### src/rtl/ps2mpt_pkg.sv
package ps2mpt_pkg;

  localparam int CURSOR_WIDTH_DEF = 12;
  localparam int POS_BITS_DEF     = 12;

  localparam int SET_BITS   = 12;
  localparam int DIM_BITS   = 12;
  localparam int CFG_IDX_W  = 2;
  localparam int CFG_DATA_W = 12;

  localparam int PKT_LEN    = 3;
  localparam int Q_DEPTH    = 2;

  localparam logic [7:0] BTN_LEFT  = 8'h01;
  localparam logic [7:0] BTN_RIGHT = 8'h02;

  localparam logic [DIM_BITS-1:0] SCREEN_WIDTH_RST  = 12'd1024;
  localparam logic [DIM_BITS-1:0] SCREEN_HEIGHT_RST = 12'd768;
  localparam logic                WHEEL_MODE_RST    = 1'b0;
  localparam logic                STATUS_LAST_RST   = 1'b1;

  typedef enum logic [CFG_IDX_W-1:0] {
    CFG_SCREEN_WIDTH  = 2'd0,
    CFG_SCREEN_HEIGHT = 2'd1,
    CFG_WHEEL_MODE    = 2'd2,
    CFG_STATUS_LAST   = 2'd3
  } cfg_idx_t;

  typedef enum logic [1:0] {
    CMD_SET    = 2'd0,
    CMD_BYTE   = 2'd1,
    CMD_PACKET = 2'd2
  } cmd_kind_t;

  typedef enum logic {
    OP_DATA = 1'b0,
    OP_SET  = 1'b1
  } opcode_t;

  typedef struct packed {
    logic [DIM_BITS-1:0] screen_width;
    logic [DIM_BITS-1:0] screen_height;
    logic                wheel_mode;
    logic                status_last;
  } cfg_t;

  typedef struct packed {
    cmd_kind_t           kind;
    logic [SET_BITS-1:0] set_x;
    logic [SET_BITS-1:0] set_y;
    logic [7:0]          status;
    logic [7:0]          dx;
    logic [7:0]          dy;
  } cmd_t;

endpackage

### src/rtl/ps2mpt_front.sv
module ps2mpt_front import ps2mpt_pkg::*; (
  input  logic                clk,
  input  logic                rst_n,
  input  cfg_t                cfg,
  input  logic                in_valid,
  output logic                in_ready,
  input  logic                in_opcode,
  input  logic [7:0]          in_rx_byte,
  input  logic [SET_BITS-1:0] in_set_x,
  input  logic [SET_BITS-1:0] in_set_y,
  output logic                push,
  output cmd_t                push_cmd,
  input  logic                q_full
);

  logic [1:0] idx_r, idx_nxt;
  logic [7:0] pkt_r [PKT_LEN];
  logic [2:0] next_cnt;
  logic [2:0] need_cnt;
  logic       complete;
  logic [7:0] b0, b1, b2;

  assign in_ready = !q_full;
  assign push     = in_valid && in_ready;

  always_comb begin
    next_cnt = {1'b0, idx_r} + 3'd1;
    need_cnt = 3'(PKT_LEN) + {2'b00, cfg.wheel_mode};
    complete = (next_cnt >= need_cnt);
    b0 = pkt_r[0];
    b1 = pkt_r[1];
    b2 = (idx_r == 2'd2) ? in_rx_byte : pkt_r[2];

    push_cmd.set_x  = in_set_x;
    push_cmd.set_y  = in_set_y;
    if (cfg.status_last) begin
      push_cmd.dx     = b0;
      push_cmd.dy     = b1;
      push_cmd.status = b2;
    end else begin
      push_cmd.status = b0;
      push_cmd.dx     = b1;
      push_cmd.dy     = b2;
    end

    idx_nxt = idx_r;
    if (in_opcode == OP_SET) begin
      push_cmd.kind = CMD_SET;
    end else if (complete) begin
      push_cmd.kind = CMD_PACKET;
      idx_nxt       = 2'd0;
    end else begin
      push_cmd.kind = CMD_BYTE;
      idx_nxt       = next_cnt[1:0];
    end
  end

  always_ff @(posedge clk) begin
    if (!rst_n) begin
      idx_r <= 2'd0;
    end else if (push) begin
      idx_r <= idx_nxt;
    end
  end

  always_ff @(posedge clk) begin
    if (push && in_opcode == OP_DATA) begin
      unique case (idx_r)
        2'd0:    pkt_r[0] <= in_rx_byte;
        2'd1:    pkt_r[1] <= in_rx_byte;
        2'd2:    pkt_r[2] <= in_rx_byte;
        default: ;
      endcase
    end
  end

endmodule

### src/rtl/ps2mpt_queue.sv
module ps2mpt_queue import ps2mpt_pkg::*; (
  input  logic clk,
  input  logic rst_n,
  input  logic push,
  input  cmd_t push_cmd,
  output logic full,
  input  logic pop,
  output logic q_valid,
  output cmd_t pop_cmd
);

  localparam int PTR_W = $clog2(Q_DEPTH);
  localparam int CNT_W = $clog2(Q_DEPTH + 1);

  cmd_t             mem_r [Q_DEPTH];
  logic [PTR_W-1:0] wr_ptr_r, wr_ptr_nxt;
  logic [PTR_W-1:0] rd_ptr_r, rd_ptr_nxt;
  logic [CNT_W-1:0] cnt_r, cnt_nxt;
  logic             do_push, do_pop;

  assign full    = (cnt_r == CNT_W'(Q_DEPTH));
  assign q_valid = (cnt_r != '0);
  assign pop_cmd = mem_r[rd_ptr_r];
  assign do_push = push && !full;
  assign do_pop  = pop && q_valid;

  always_comb begin
    wr_ptr_nxt = wr_ptr_r;
    rd_ptr_nxt = rd_ptr_r;
    cnt_nxt    = cnt_r;
    if (do_push) begin
      wr_ptr_nxt = (wr_ptr_r == PTR_W'(Q_DEPTH - 1)) ? '0 : wr_ptr_r + 1'b1;
    end
    if (do_pop) begin
      rd_ptr_nxt = (rd_ptr_r == PTR_W'(Q_DEPTH - 1)) ? '0 : rd_ptr_r + 1'b1;
    end
    if (do_push && !do_pop) begin
      cnt_nxt = cnt_r + 1'b1;
    end else if (do_pop && !do_push) begin
      cnt_nxt = cnt_r - 1'b1;
    end
  end

  always_ff @(posedge clk) begin
    if (!rst_n) begin
      wr_ptr_r <= '0;
      rd_ptr_r <= '0;
      cnt_r    <= '0;
    end else begin
      wr_ptr_r <= wr_ptr_nxt;
      rd_ptr_r <= rd_ptr_nxt;
      cnt_r    <= cnt_nxt;
    end
  end

  always_ff @(posedge clk) begin
    if (do_push) begin
      mem_r[wr_ptr_r] <= push_cmd;
    end
  end

endmodule

### src/rtl/ps2mpt_back.sv
module ps2mpt_back import ps2mpt_pkg::*; #(
  parameter int CURSOR_WIDTH = CURSOR_WIDTH_DEF,
  parameter int POS_BITS     = POS_BITS_DEF
) (
  input  logic                clk,
  input  logic                rst_n,
  input  cfg_t                cfg,
  input  logic                q_valid,
  input  cmd_t                cmd,
  output logic                pop,
  output logic                out_valid,
  input  logic                out_ready,
  output logic [POS_BITS-1:0] out_pos_x,
  output logic [POS_BITS-1:0] out_pos_y,
  output logic                out_left_pressed,
  output logic                out_right_pressed,
  output logic                out_packet_done,
  output logic                out_move_applied
);

  localparam int CMP_W = ((POS_BITS > DIM_BITS) ? POS_BITS : DIM_BITS) + 2;

  logic [POS_BITS-1:0] track_x_r, track_x_nxt;
  logic [POS_BITS-1:0] track_y_r, track_y_nxt;
  logic [POS_BITS-1:0] rep_x_r, rep_x_nxt;
  logic [POS_BITS-1:0] rep_y_r, rep_y_nxt;
  logic                left_r, left_nxt;
  logic                right_r, right_nxt;
  logic                done_nxt, moved_nxt;
  logic                out_valid_r, out_valid_nxt;
  logic [POS_BITS-1:0] out_x_r, out_y_r;
  logic                out_left_r, out_right_r, out_done_r, out_moved_r;

  logic signed [CMP_W-1:0] nx, ny, x_lim, y_lim;
  logic                    in_bounds;

  assign pop = q_valid && (!out_valid_r || out_ready);

  always_comb begin
    nx    = signed'(CMP_W'(track_x_r)) + CMP_W'(signed'(cmd.dx));
    ny    = signed'(CMP_W'(track_y_r)) - CMP_W'(signed'(cmd.dy));
    x_lim = signed'(CMP_W'(cfg.screen_width) - CMP_W'(CURSOR_WIDTH));
    y_lim = signed'(CMP_W'(cfg.screen_height));
    in_bounds = (nx > 0) && (nx < x_lim) && (ny > 0) && (ny < y_lim);

    track_x_nxt = track_x_r;
    track_y_nxt = track_y_r;
    rep_x_nxt   = rep_x_r;
    rep_y_nxt   = rep_y_r;
    left_nxt    = left_r;
    right_nxt   = right_r;
    done_nxt    = 1'b0;
    moved_nxt   = 1'b0;

    unique case (cmd.kind)
      CMD_SET: begin
        rep_x_nxt = POS_BITS'(cmd.set_x);
        rep_y_nxt = POS_BITS'(cmd.set_y);
      end
      CMD_PACKET: begin
        done_nxt  = 1'b1;
        left_nxt  = |(cmd.status & BTN_LEFT);
        right_nxt = |(cmd.status & BTN_RIGHT);
        if (in_bounds) begin
          track_x_nxt = nx[POS_BITS-1:0];
          track_y_nxt = ny[POS_BITS-1:0];
          rep_x_nxt   = nx[POS_BITS-1:0];
          rep_y_nxt   = ny[POS_BITS-1:0];
          moved_nxt   = 1'b1;
        end
      end
      default: ;
    endcase

    out_valid_nxt = out_valid_r;
    if (pop) begin
      out_valid_nxt = 1'b1;
    end else if (out_ready) begin
      out_valid_nxt = 1'b0;
    end
  end

  always_ff @(posedge clk) begin
    if (!rst_n) begin
      track_x_r   <= '0;
      track_y_r   <= '0;
      rep_x_r     <= '0;
      rep_y_r     <= '0;
      left_r      <= 1'b0;
      right_r     <= 1'b0;
      out_valid_r <= 1'b0;
    end else begin
      out_valid_r <= out_valid_nxt;
      if (pop) begin
        track_x_r <= track_x_nxt;
        track_y_r <= track_y_nxt;
        rep_x_r   <= rep_x_nxt;
        rep_y_r   <= rep_y_nxt;
        left_r    <= left_nxt;
        right_r   <= right_nxt;
      end
    end
  end

  always_ff @(posedge clk) begin
    if (pop) begin
      out_x_r     <= rep_x_nxt;
      out_y_r     <= rep_y_nxt;
      out_left_r  <= left_nxt;
      out_right_r <= right_nxt;
      out_done_r  <= done_nxt;
      out_moved_r <= moved_nxt;
    end
  end

  assign out_valid         = out_valid_r;
  assign out_pos_x         = out_x_r;
  assign out_pos_y         = out_y_r;
  assign out_left_pressed  = out_left_r;
  assign out_right_pressed = out_right_r;
  assign out_packet_done   = out_done_r;
  assign out_move_applied  = out_moved_r;

endmodule

### src/rtl/ps2_mouse_packet_tracker_unit.sv
// PS/2 mouse packet tracker. Takes one word per cycle, sustained, and returns one
// result word for every input word, in order. A front stage counts received bytes
// into 3-byte packets (4 in wheel mode, the wheel byte dropped) and tags each word
// as a set command, a plain byte or a completed packet; a 2-entry queue carries the
// tagged word to the back stage, which owns the tracked and reported position and
// does one add and bounds compare per word before the output register. A word
// is registered in the queue and then in the output register; a stalled output
// fills the queue and then drops in_ready. Configuration writes are taken on any
// cycle with cfg_ready tied high and must only be issued while the block is idle.
module ps2_mouse_packet_tracker_unit import ps2mpt_pkg::*; #(
  parameter int CURSOR_WIDTH = CURSOR_WIDTH_DEF,
  parameter int POS_BITS     = POS_BITS_DEF
) (
  input  logic                  clk,
  input  logic                  rst_n,
  input  logic                  cfg_valid,
  output logic                  cfg_ready,
  input  logic [CFG_IDX_W-1:0]  cfg_index,
  input  logic [CFG_DATA_W-1:0] cfg_data,
  input  logic                  in_valid,
  output logic                  in_ready,
  input  logic                  in_opcode,
  input  logic [7:0]            in_rx_byte,
  input  logic [SET_BITS-1:0]   in_set_x,
  input  logic [SET_BITS-1:0]   in_set_y,
  output logic                  out_valid,
  input  logic                  out_ready,
  output logic [POS_BITS-1:0]   out_pos_x,
  output logic [POS_BITS-1:0]   out_pos_y,
  output logic                  out_left_pressed,
  output logic                  out_right_pressed,
  output logic                  out_packet_done,
  output logic                  out_move_applied
);

  cfg_t cfg_r, cfg_nxt;
  logic push, q_full, pop, q_valid;
  cmd_t push_cmd, pop_cmd;

  assign cfg_ready = 1'b1;

  always_comb begin
    cfg_nxt = cfg_r;
    if (cfg_valid && cfg_ready) begin
      unique case (cfg_idx_t'(cfg_index))
        CFG_SCREEN_WIDTH:  cfg_nxt.screen_width  = cfg_data[DIM_BITS-1:0];
        CFG_SCREEN_HEIGHT: cfg_nxt.screen_height = cfg_data[DIM_BITS-1:0];
        CFG_WHEEL_MODE:    cfg_nxt.wheel_mode    = cfg_data[0];
        CFG_STATUS_LAST:   cfg_nxt.status_last   = cfg_data[0];
        default: ;
      endcase
    end
  end

  always_ff @(posedge clk) begin
    if (!rst_n) begin
      cfg_r.screen_width  <= SCREEN_WIDTH_RST;
      cfg_r.screen_height <= SCREEN_HEIGHT_RST;
      cfg_r.wheel_mode    <= WHEEL_MODE_RST;
      cfg_r.status_last   <= STATUS_LAST_RST;
    end else begin
      cfg_r <= cfg_nxt;
    end
  end

  ps2mpt_front u_front (
    .clk        (clk),
    .rst_n      (rst_n),
    .cfg        (cfg_r),
    .in_valid   (in_valid),
    .in_ready   (in_ready),
    .in_opcode  (in_opcode),
    .in_rx_byte (in_rx_byte),
    .in_set_x   (in_set_x),
    .in_set_y   (in_set_y),
    .push       (push),
    .push_cmd   (push_cmd),
    .q_full     (q_full)
  );

  ps2mpt_queue u_queue (
    .clk      (clk),
    .rst_n    (rst_n),
    .push     (push),
    .push_cmd (push_cmd),
    .full     (q_full),
    .pop      (pop),
    .q_valid  (q_valid),
    .pop_cmd  (pop_cmd)
  );

  ps2mpt_back #(
    .CURSOR_WIDTH (CURSOR_WIDTH),
    .POS_BITS     (POS_BITS)
  ) u_back (
    .clk               (clk),
    .rst_n             (rst_n),
    .cfg               (cfg_r),
    .q_valid           (q_valid),
    .cmd               (pop_cmd),
    .pop               (pop),
    .out_valid         (out_valid),
    .out_ready         (out_ready),
    .out_pos_x         (out_pos_x),
    .out_pos_y         (out_pos_y),
    .out_left_pressed  (out_left_pressed),
    .out_right_pressed (out_right_pressed),
    .out_packet_done   (out_packet_done),
    .out_move_applied  (out_move_applied)
  );

endmodule

### config.mk
export PLATFORM = sky130hd
export DESIGN_NAME = ps2_mouse_packet_tracker_unit
export DESIGN_NICKNAME = d
export VERILOG_FILES = /design/src/rtl/ps2mpt_pkg.sv /design/src/rtl/ps2mpt_front.sv /design/src/rtl/ps2mpt_queue.sv /design/src/rtl/ps2mpt_back.sv /design/src/rtl/ps2_mouse_packet_tracker_unit.sv
export SDC_FILE = /design/constraint.sdc
export NUM_CORES = 1
export LEC_CHECK = 0
export BUFFER_PORTS_ARGS = -buffer_cell sky130_fd_sc_hd__buf_2
export CORE_ASPECT_RATIO = 0.7
export CORE_UTILIZATION = 55
export CTS_CLUSTER_DIAMETER = 50
export DETAILED_ROUTE_END_ITERATION = 8
export PLACE_DENSITY = 0.72
export REMOVE_ABC_BUFFERS = 1
export SLEW_MARGIN = 10
export SYNTH_ARGS = -nofsm -noshare
export SYNTH_HDL_FRONTEND = slang
export SYNTH_SLANG_ARGS = --single-unit
### constraint.sdc
create_clock -name clk -period 6.4 [get_ports clk]
set_input_delay 0.32 -clock clk [delete_from_list [all_inputs] [get_ports clk]]
set_output_delay 0.32 -clock clk [all_outputs]
set_load 0.005 [all_outputs]
# Yosys cells after proc, flatten, opt, wreduce, memory -nomap -nowiden
# Memory sizes are Yosys's and may differ from the RTL's. A register that Yosys moved wholly into a read port is not among the register bits.
# Index checks and enable logic that the tools add are counted.
[totals]
regBits = 111
ram_bits = 124
output_inout_bits = 31
memories = 2
[op_classes]
n_addsub = 9
n_lt_le_gt_ge = 5
eq_ne = 7
n_mux = 38
n_bitwise = 1
n_reduce_logical = 29
[mem_list]
columns = ["memory", "words", "width", "rd", "rd_clocked_by_memory_dff", "wr", "line_no", "text"]
rows = [
  ["u_queue.mem_r", 2, 50, 1, 1, 1, "ps2mpt_queue.sv:15", "cmd_t mem_r [Q_DEPTH];"],
  ["u_front.pkt_r", 3, 8, 3, 0, 1, "ps2mpt_front.sv:17", "logic [7:0] pkt_r [PKT_LEN];"],
]
[op_table]
columns = ["operator", "n"]
rows = [
  ["$pmux 12 s2", 2],
  ["$gt 14x1->1 const B", 2],
  ["$lt 14x13->1", 2],
  ["$mux 12", 2],
  ["$mux 24", 1],
  ["$mux 8", 3],
  ["$mux 1", 23],
  ["$reduce_or 8->1", 2],
  ["$add 13x8->14", 1],
  ["$mux 2", 7],
  ["$sub 13x8->14", 1],
  ["$sub 12x4->13 const B", 1],
  ["$eq 2x2->1 const B", 5],
  ["$logic_and 1x1->1", 10],
  ["$reduce_and 2->1", 5],
  ["$logic_not 2->1", 3],
  ["$reduce_bool 2->1", 3],
  ["$eq 2x1->1 const B", 2],
  ["$logic_not 1->1", 4],
  ["$add 2x1->3 const A", 1],
  ["$add 2x1->3 const B", 1],
  ["$ge 3x3->1", 1],
  ["$reduce_and 3->1", 1],
  ["$add 1x1->1 const B", 2],
  ["other kinds (4)", 4],
]

# Logic depth before layout (Yosys ltp)
# Gate-level depths: netlist (run 1).
[depth]
word_depth = 9
ltp_mapped = 22
depth_no_buf = 18

# By module
# Synthesis (run 1) repeated with hierarchy kept, for this count alone.
[hier_totals]
hier_cells = 1057
hier_area_um2 = 12000.3
[by_module_without_submodules]
columns = ["module", "instances", "cells_per_inst", "area_per_inst_um2"]
rows = [
  ["ps2mpt_back", 1, 632, 5594.1],
  ["ps2mpt_queue", 1, 181, 3831.2],
  ["ps2mpt_front", 1, 136, 1514.0],
  ["ps2_mouse_packet_tracker_unit", 1, 108, 1061.0],
]

# Worst setup path after synthesis (run 1)
# OpenSTA, ideal clock, no wires.
[synth_timing]
path_type = "register to register"
from = "register (tool-made name)"
to = "register u_back.out_x_r[8] (netlist: u_back.out_pos_x[8]), data pin"
setup_time_ns = 0.259
arrival_time_ns = 5.568
t_required_ns = 6.141
setup_slack_ns = 0.573
path_stages_with_launch = 20
period_less_slack_ns = 5.827
cell_sequence = "dfxtp_1 clkbuf_1 clkbuf_1 buf_1 mux2i_1 ha_1 nand2b_1 a211oi_1 o21ai_1 or4b_2 o311ai_1 ha_1 a211oi_1 nand2_1 o31a_1 a211o_1 nor3_4 a21oi_2 buf_6 a211o_1"
[synth_lines]
columns = ["item", "line_no", "text"]
rows = [
  ["end signal, assigned", "ps2mpt_back.sv:107", "out_x_r <= rep_x_nxt;"],
  ["end, declared", "ps2mpt_back.sv:31", "logic [POS_BITS-1:0] out_x_r, out_y_r;"],
]

==> results by group, run 1 <==
Status
  – Status: finished clean

Power
  – Internal Power: between 3 and 4 mW
  – Psw: about 1.7 mW
  – Sw Share: about 34%
  – Clk pwr share: approximately a quarter
  – Comb power frac: ~33%
  – Leakage power: 4.89 nW
  – Flop pwr share: 40.4%
  – VDD IR max: about 280 µV
  – Pwr/cell area: about 380 nW/µm²

Floorplanning
  – Total Die Area: approximately 21000 µm²
  – Die width: ~170 µm
  – Std-Cell Rows: 43
  – Starting Density: a little under three fifths
  – Ports: 83
  – Core Region: 19900 µm²
  – Die Ht: 121 µm

STA
  – Final worst slack: between 0.4 and 0.5 ns
  – Worst-Margin Slew: 1.02 ns
  – Hold Fails Final Rpt: 0
  – Final setup fails: 0
  – Max Fclk: approximately 170 MHz
  – Clock skew: ~0.014 ns
  – Post-layout min period: 5.97 ns
  – RSZ-0062 raised after global routing: no
  – Tcrit/Tclk final: 93.3%
  – Slew HR: 30.7%
  – Max-slew violation count: 0

Worst setup path
  – R2R cell count: 17
  – R2R Path End: u_back.rep_x_r[8]$_SDFFE_PN0P_
  – Worst Path Required: between 6 and 7 ns
  – CP startpoint kind: flop
  – Crit path to: u_back.rep_x_r[8]$_SDFFE_PN0P_
  – Worst setup EP type: flop
  – CP Data Arrival Time: about 6.4 ns
  – Worst-path maximum fanout: 18
  – R2R setup slack: roughly 0.43 ns
  – Critical setup path kind: reg2reg

CTS
  – Clk pin slew, worst setup/hold paths: 0.06 ns
  – Clk root buf: clkbuf_16
  – Max clock buf depth: 3
  – Inserted Clock Buffers: 23
  – Clk_lat worst skew: between 0.5 and 0.6 ns
  – H-tree levels: 1
  – Clk sinks: 224
  – CTS tree: built

Global route
  – Initial antenna violation count: 0
  – Pin count of the biggest net entering global routing: 72
  – Total gr overflow: 0
  – Vias in the first global route: about 8000
  – First-pass GRT wire length: 43.1 mm
  – GRT Util Overall: between 20 and 30%

Final layout
  – Share of layout cells above drive strength 1: about 16%
  – Cell Count, Final, Fillers Out: approximately 1400
  – Area grow syn2layout: 15.5%
  – # fillers: between 1500 and 2000
  – Number of diodes: 0
  – Nets: 1246

Synthesis
  – Most frequent cell after synthesis: edfxtp_1
  – Top_reg_cell synth: edfxtp_1
  – Yosys reg bits: between 200 and 250
  – Post-synth top area share: between 30% and 40%
  – Synth cell types: 80
  – Per-instance average area after synthesis: between 10 and 15 µm²
  – Top cells by area, synth: edfxtp_1 38%, dfxtp_1 15%, ha_1 6.5%
  – Yosys top cell by area: edfxtp_1
  – Cell count after synthesis: about 1000
  – Synthesized area: approximately 11000 µm²
  – Most instantiated cells after synthesis: 140 x edfxtp_1, 103 x nand2_1, 84 x dfxtp_1
  – Sequential element share of the synthesized area: between 50% and 60%
  – FFs w/ async S/R, synth: 0%
  – Post-synth EDFFs: 140
  – Yosys warns: 0

Placement
  – Placed cells: ~1400
  – Dpl ws: ~0.39 ns
  – Port bufs: between 80 and 90
  – Dpl hpwl: between 15 and 20 mm
  – Final Wtd Congestion: approximately 0.94

Min path
  – Tightest Hold Check Type: in2reg

Routing
  – Total wire length: 28.0 mm
  – Pre-Repair DR Iteration Count: 5
  – DRC viols: 0
  – 1st-iter DRT viols: 716
  – Post-route antenna net violation count: 0
  – Via density: 5.96
  – Vias: between 8000 and 9000
  – Drt wl/cell: between 15 and 20 µm

Flow run
  – Max-cap viol count: 0
per-layer routing:
| layer | global-route usage [%] | vias up | routed length (µm) |
|---|---|---|---|
| met1 | 40.0 | 4054 | 13300 |
| met2 | 42.4 | 313 | 12400 |
| met4 | 5.09 | 0 | 363 |
| met3 | 4.50 | 26 | 2010 |
| li1 | - | 4069 | - |
| met5 | 0 | - | 0 |
cells in the final DEF (no fill, tap or decap), types with 6 or more instances in the layout:
cell / instances
xor2_1: 11
mux2_2: 15
and3_1: 8
dfxtp_1: 83
dlygate4sd3_1: 19
nor2_1: 36
o21ai_0: 41
ha_1: 58
xnor2_1: 13
a2111oi_1: 10
o2111ai_1: 6
a221oi_1: 12
nand2_1: 103
o211ai_1: 7
buf_4: 33
nand2b_1: 6
inv_1: 74
buf_2: 81
mux2i_1: 47
a222oi_1: 18
a21oi_1: 77
nand3_1: 33
a211oi_1: 30
edfxtp_1: 140
o21a_1: 6
and2_1: 11
clkbuf_16: 23
nor3_1: 25
a21o_1: 8
per-stage QoR:
step / hold slack, ns / power, mW / TNS (ns) / utilization (%) / cell area, µm²
after floorplan: 0.382 / 3.00 / -8.05 / - / 10900
after global placement: 0.438 / 3.57 / 0 / 60.3 / 12000
after detailed placement: 0.447 / 3.59 / 0 / 60.3 / 12000
after CTS: 0.00000180 / 4.91 / 0 / 64.9 / 12900
after global routing: 0.00423 / 5.17 / 0 / 65.1 / 12900
final: 0.00807 / 4.92 / 0 / 65.1 / 12900
logic make-up (layout without fill, tap and decap cells):
group	count (synthesis)	in the layout	synth area share, %
XOR/XNOR	25	25	2.08
flip-flops	224	224	52.6
adder cells (fa/ha/maj)	60	60	6.85
AND/OR/NAND/NOR	263	263	11.4
AO/OA/AOI/OAI	265	265	16.6
buffers and inverters	127	249	4.63
multiplexers	62	62	5.72
other	1	1	0.0335
power groups by stage:
stage | combinational, mW | clock [mW] | sequential [mW]
2_1_floorplan | 0.977 | 0 | 2.02
3_3_place_gp | 1.56 | 0 | 2.01
3_5_place_dp | 1.58 | 0 | 2.01
4_1_cts | 1.59 | 1.33 | 1.99
5_1_grt | 1.77 | 1.39 | 2.02
6_report | 1.61 | 1.32 | 1.99
area by class of cell:
type	instances	area, µm²	share of cell area [%]
Sequential cell	224	5890	45.6
Multi-Input combinational cell	676	4820	37.3
Timing Repair Buffer	133	843	6.53
Clock buffer	29	618	4.79
Tap cell	270	338	2.62
Inverter	76	285	2.21
Clock inverter	11	123	0.949
sequential cells by signal, summed over array words and instances (netlist names), 2 cells and up, named ones only:
name              flops
cfg_r                26
u_back.out_pos_x     12
u_back.out_pos_y     12
u_back.rep_x_r       12
u_back.rep_y_r       12
u_back.track_x_r     12
u_back.track_y_r     12
u_front.idx_r         2
u_front.pkt_r        24
u_queue.cnt_r         2
u_queue.mem_r        88
critical path, stage by stage (launching register included):
cell and delay [ns]:
dfxtp_2 0.52, mux2i_1 0.36, inv_1 0.24, ha_1 0.48, nand3_1 0.21, nor4_1 0.42
o31ai_1 0.17, and3_1 0.23, or2_2 0.28, ha_1 0.33, nand2b_1 0.18, and3_1 0.18
a221o_1 0.34, a2111oi_2 0.41, o21ai_2 0.35, nor4b_1 0.93, nor3_1 0.08, o2bb2ai_1 0.17
repair_timing:
action / in CTS / in global routing
hold buffers: 17 / 2
resized for setup: 0 / 1
hold endpoints to repair: 34 / 4
setup endpoints to repair: 0 / 3
setup buffers: 0 / 0
worst min-delay path by stage:
stage | from | end | slack, ns | cells after the start
floorplan | rst_n | cfg_r[0]$_SDFFE_PN1P_ | 0.38 | 1
global placement | cfg_r[14]$_SDFFE_PN0P_ | cfg_r[14]$_SDFFE_PN0P_ | 0.44 | 2
detailed placement | cfg_r[15]$_SDFFE_PN0P_ | cfg_r[15]$_SDFFE_PN0P_ | 0.45 | 2
CTS | in_set_x[1] | u_queue.mem_r[0][37]$_DFFE_PP_ | 0.000002 | 1
global route | in_set_y[11] | u_queue.mem_r[1][35]$_DFFE_PP_ | 0.004 | 1
finish | in_set_x[9] | u_queue.mem_r[1][45]$_DFFE_PP_ | 0.008 | 1
Power figures use the tool's default switching activity.
==> run 2, diff against run 1 <==
--- a/config.mk
+++ b/config.mk
@@ -7,12 +7,12 @@
 export LEC_CHECK = 0
 export BUFFER_PORTS_ARGS = -buffer_cell sky130_fd_sc_hd__buf_2
 export CORE_ASPECT_RATIO = 0.7
-export CORE_UTILIZATION = 55
+export CORE_UTILIZATION = 29
 export CTS_CLUSTER_DIAMETER = 50
 export DETAILED_ROUTE_END_ITERATION = 8
-export PLACE_DENSITY = 0.72
+export PLACE_DENSITY = 0.42
 export REMOVE_ABC_BUFFERS = 1
-export SLEW_MARGIN = 10
+export SLEW_MARGIN = 30
 export SYNTH_ARGS = -nofsm -noshare
 export SYNTH_HDL_FRONTEND = slang
 export SYNTH_SLANG_ARGS = --single-unit
==> run 2 against run 1 <==
Sequential cell count unchanged. Largest power group unchanged. Wire length up 17%. Final cell count up 17%. Register-to-register slack gained 0.16 ns.
==> results by group, run 2 (synthesis results as in run 1) <==
Status
  – Status: finished clean

Routing
  – Pre-Repair DR Iteration Count: 8
  – Post-route antenna net violation count: 0
  – Total wire length: 32.7 mm
  – Drt wl/cell: 19.7 µm
  – 1st-iter DRT viols: about 580
  – Via density: 5.04
  – DRC viols: 0
  – Vias: 8375

Final layout
  – Share of layout cells above drive strength 1: 17.0%
  – Biggest regs: u_queue.mem_r: 88 flops, cfg_r: 26 flops, u_front.pkt_r: 24 flops
  – Most flops, register: u_queue.mem_r
  – Area grow syn2layout: 20.4%
  – Most frequent cells in the layout: 140 x edfxtp_1, 103 x nand2_1, 82 x dfxtp_1
  – Nets: 1264
  – Commonest non-fill, non-tap cell in the layout: edfxtp_1
  – Max reg flops: 88
  – # fillers: 3743

Floorplanning
  – Core Region: approximately 38000 µm²
  – Total Die Area: between 30000 and 40000 µm²
  – Starting Density: 29.8%
  – Die Ht: approximately 170 µm
  – Ports: 83
  – Die width: approximately 240 µm
  – Std-Cell Rows: 59

STA
  – Max-slew violation count: 0
  – Post-layout min period: 5.82 ns
  – Worst-Margin Slew: 0.925 ns
  – Setup TNS: 0 ns
  – Hold WS: ~0.025 ns
  – Slew HR: between 30% and 40%
  – Final setup fails: 0
  – Hold Fails Final Rpt: 0
  – Clock skew: 0.0175 ns
  – RSZ-0062 raised after global routing: no
  – Tcrit/Tclk final: between 90% and 100%
  – Max Fclk: between 150 and 200 MHz

CTS
  – Inserted Clock Buffers: 27
  – H-tree levels: 1
  – Post-CTS Resized: 0
  – Clk root buf: clkbuf_16
  – Hold Buf Count CTS: 33
  – Max clock buf depth: 3
  – Post-CTS Setup Repair Bufs: 0
  – Clk_lat worst skew: roughly 0.56 ns
  – Clk sinks: roughly 220
  – Clk pin slew, worst setup/hold paths: about 0.07 ns
  – CTS tree: built

Worst setup path
  – R2R setup slack: approximately 0.58 ns
  – Critical setup path kind: reg2reg
  – Worst setup EP type: flop
  – Worst Path Required: 6.90 ns
  – CP Data Arrival Time: ~6.3 ns
  – Worst-path maximum fanout: 23
  – Family with the most delay on the worst path: simple AND/OR/NAND/NOR gates
  – CP peak stage delay: 0.61 ns
  – CP startpoint kind: flop
  – R2R Path End: u_back.rep_x_r[8]$_SDFFE_PN0P_
  – CP cell instances: mux2i_1, inv_1, ha_1, nand3_1, nor4_1, o31ai_1, and3_1, or2_2, ha_1, nand2b_1, and3_1, a221o_1, a2111oi_2, o21ai_4, nor4b_1, buf_4, nor3_1, o2bb2ai_1
  – R2R cell count: 18
  – Worst path slowest cell: dfxtp_2
  – Worst Path Buf+Inv: 2

Min path
  – Tightest Hold Check Type: in2reg
  – Worst Hold End: cfg_r[13]$_SDFFE_PN0P_
  – Hold Startpoint: cfg_data[11]
  – WHS Path Cells: 3

Placement
  – Final Wtd Congestion: approximately 0.88
  – Port bufs: 81
  – Dpl hpwl: 23.1 mm

Power
  – VDD IR max: 188 µV
  – Pwr/cell area: 385 nW/µm²
  – Leakage power: 5.01 nW

Global route
  – First-pass GRT wire length: 49.7 mm
  – Pin count of the biggest net entering global routing: 72
  – Vias in the first global route: between 8000 and 9000
  – Initial antenna violation count: 0
  – GRT Util Overall: between 10% and 20%
  – Total gr overflow: 0

Flow run
  – Max-cap viol count: 0
-- run 2: changes by cell type in the layout (fill, tap and decap cells not counted), sizes merged --
cell | previous run | this run
clkinv | 9 | 8
inv | 75 | 80
clkbuf | 29 | 34
diode | 0 | 1
clkinvlp | 1 | 2
dlygate4sd3 | 19 | 33
-- run 2: worst max path at each step --
| stage | startpoint | slack (ns) | to | depth (start not counted) |
|---|---|---|---|---|
| 2_1_floorplan | flop | -0.43 | u_back.out_pos_x[10]$_DFFE_PP_ | 14 |
| 3_3_place_gp | flop | 0.68 | u_back.rep_x_r[8]$_SDFFE_PN0P_ | 18 |
| 3_5_place_dp | flop | 0.58 | u_back.rep_x_r[8]$_SDFFE_PN0P_ | 18 |
| 4_1_cts | flop | 0.53 | u_back.rep_x_r[8]$_SDFFE_PN0P_ | 18 |
| 5_1_grt | flop | 0.17 | u_back.rep_x_r[5]$_SDFFE_PN0P_ | 18 |
| 6_report | flop | 0.58 | u_back.rep_x_r[8]$_SDFFE_PN0P_ | 18 |
-- run 2: per-stage QoR --
| step | utilization [%] | setup WS, ns | area, µm² | instances | total power, mW |
|---|---|---|---|---|---|
| 6_report | 35.8 | 0.585 | 13500 | 1662 | 5.18 |
| 5_1_grt | 35.8 | 0.168 | 13500 | 1661 | 5.48 |
| 4_1_cts | 35.8 | 0.530 | 13500 | 1661 | 5.24 |
| 3_5_place_dp | 32.6 | 0.585 | 12200 | 1578 | 3.67 |
| 3_3_place_gp | 32.6 | 0.684 | 12200 | 1578 | 3.68 |
| 2_1_floorplan | - | -0.428 | 10900 | 976 | 3.00 |
-- run 2: cell type report --
| type | instances | area, µm² | share of cell area (%) |
|---|---|---|---|
| sequential | 224 | 5890 | 43.7 |
| multi-input combinational | 676 | 4820 | 35.8 |
| timing repair buffer | 147 | 983 | 7.30 |
| clock buffer | 34 | 722 | 5.36 |
| tap | 488 | 611 | 4.53 |
| inverter | 76 | 285 | 2.12 |
| clock inverter | 16 | 156 | 1.16 |
| antenna | 1 | 2.50 | 0.0186 |
-- run 2: power by group --
group / switching [mW] / internal [mW] / total (mW) / leakage, nW
logic: 1.03 / 0.618 / 1.65 / 2.59
clock network: 0.644 / 0.887 / 1.53 / 0.426
registers: 0.125 / 1.88 / 2.00 / 2.00
-- run 2: worst min-delay path, stage by stage --
cell and delay, ns:
buf_2 0.11, nand2_1 0.05, a21oi_1 0.05
-- run 2: metal layers --
layer  wire length (µm)  track usage, %
met1              17000            25.4
met2              13600            24.1
met3               1570            2.73
met4                549            3.16
met5                  0               0
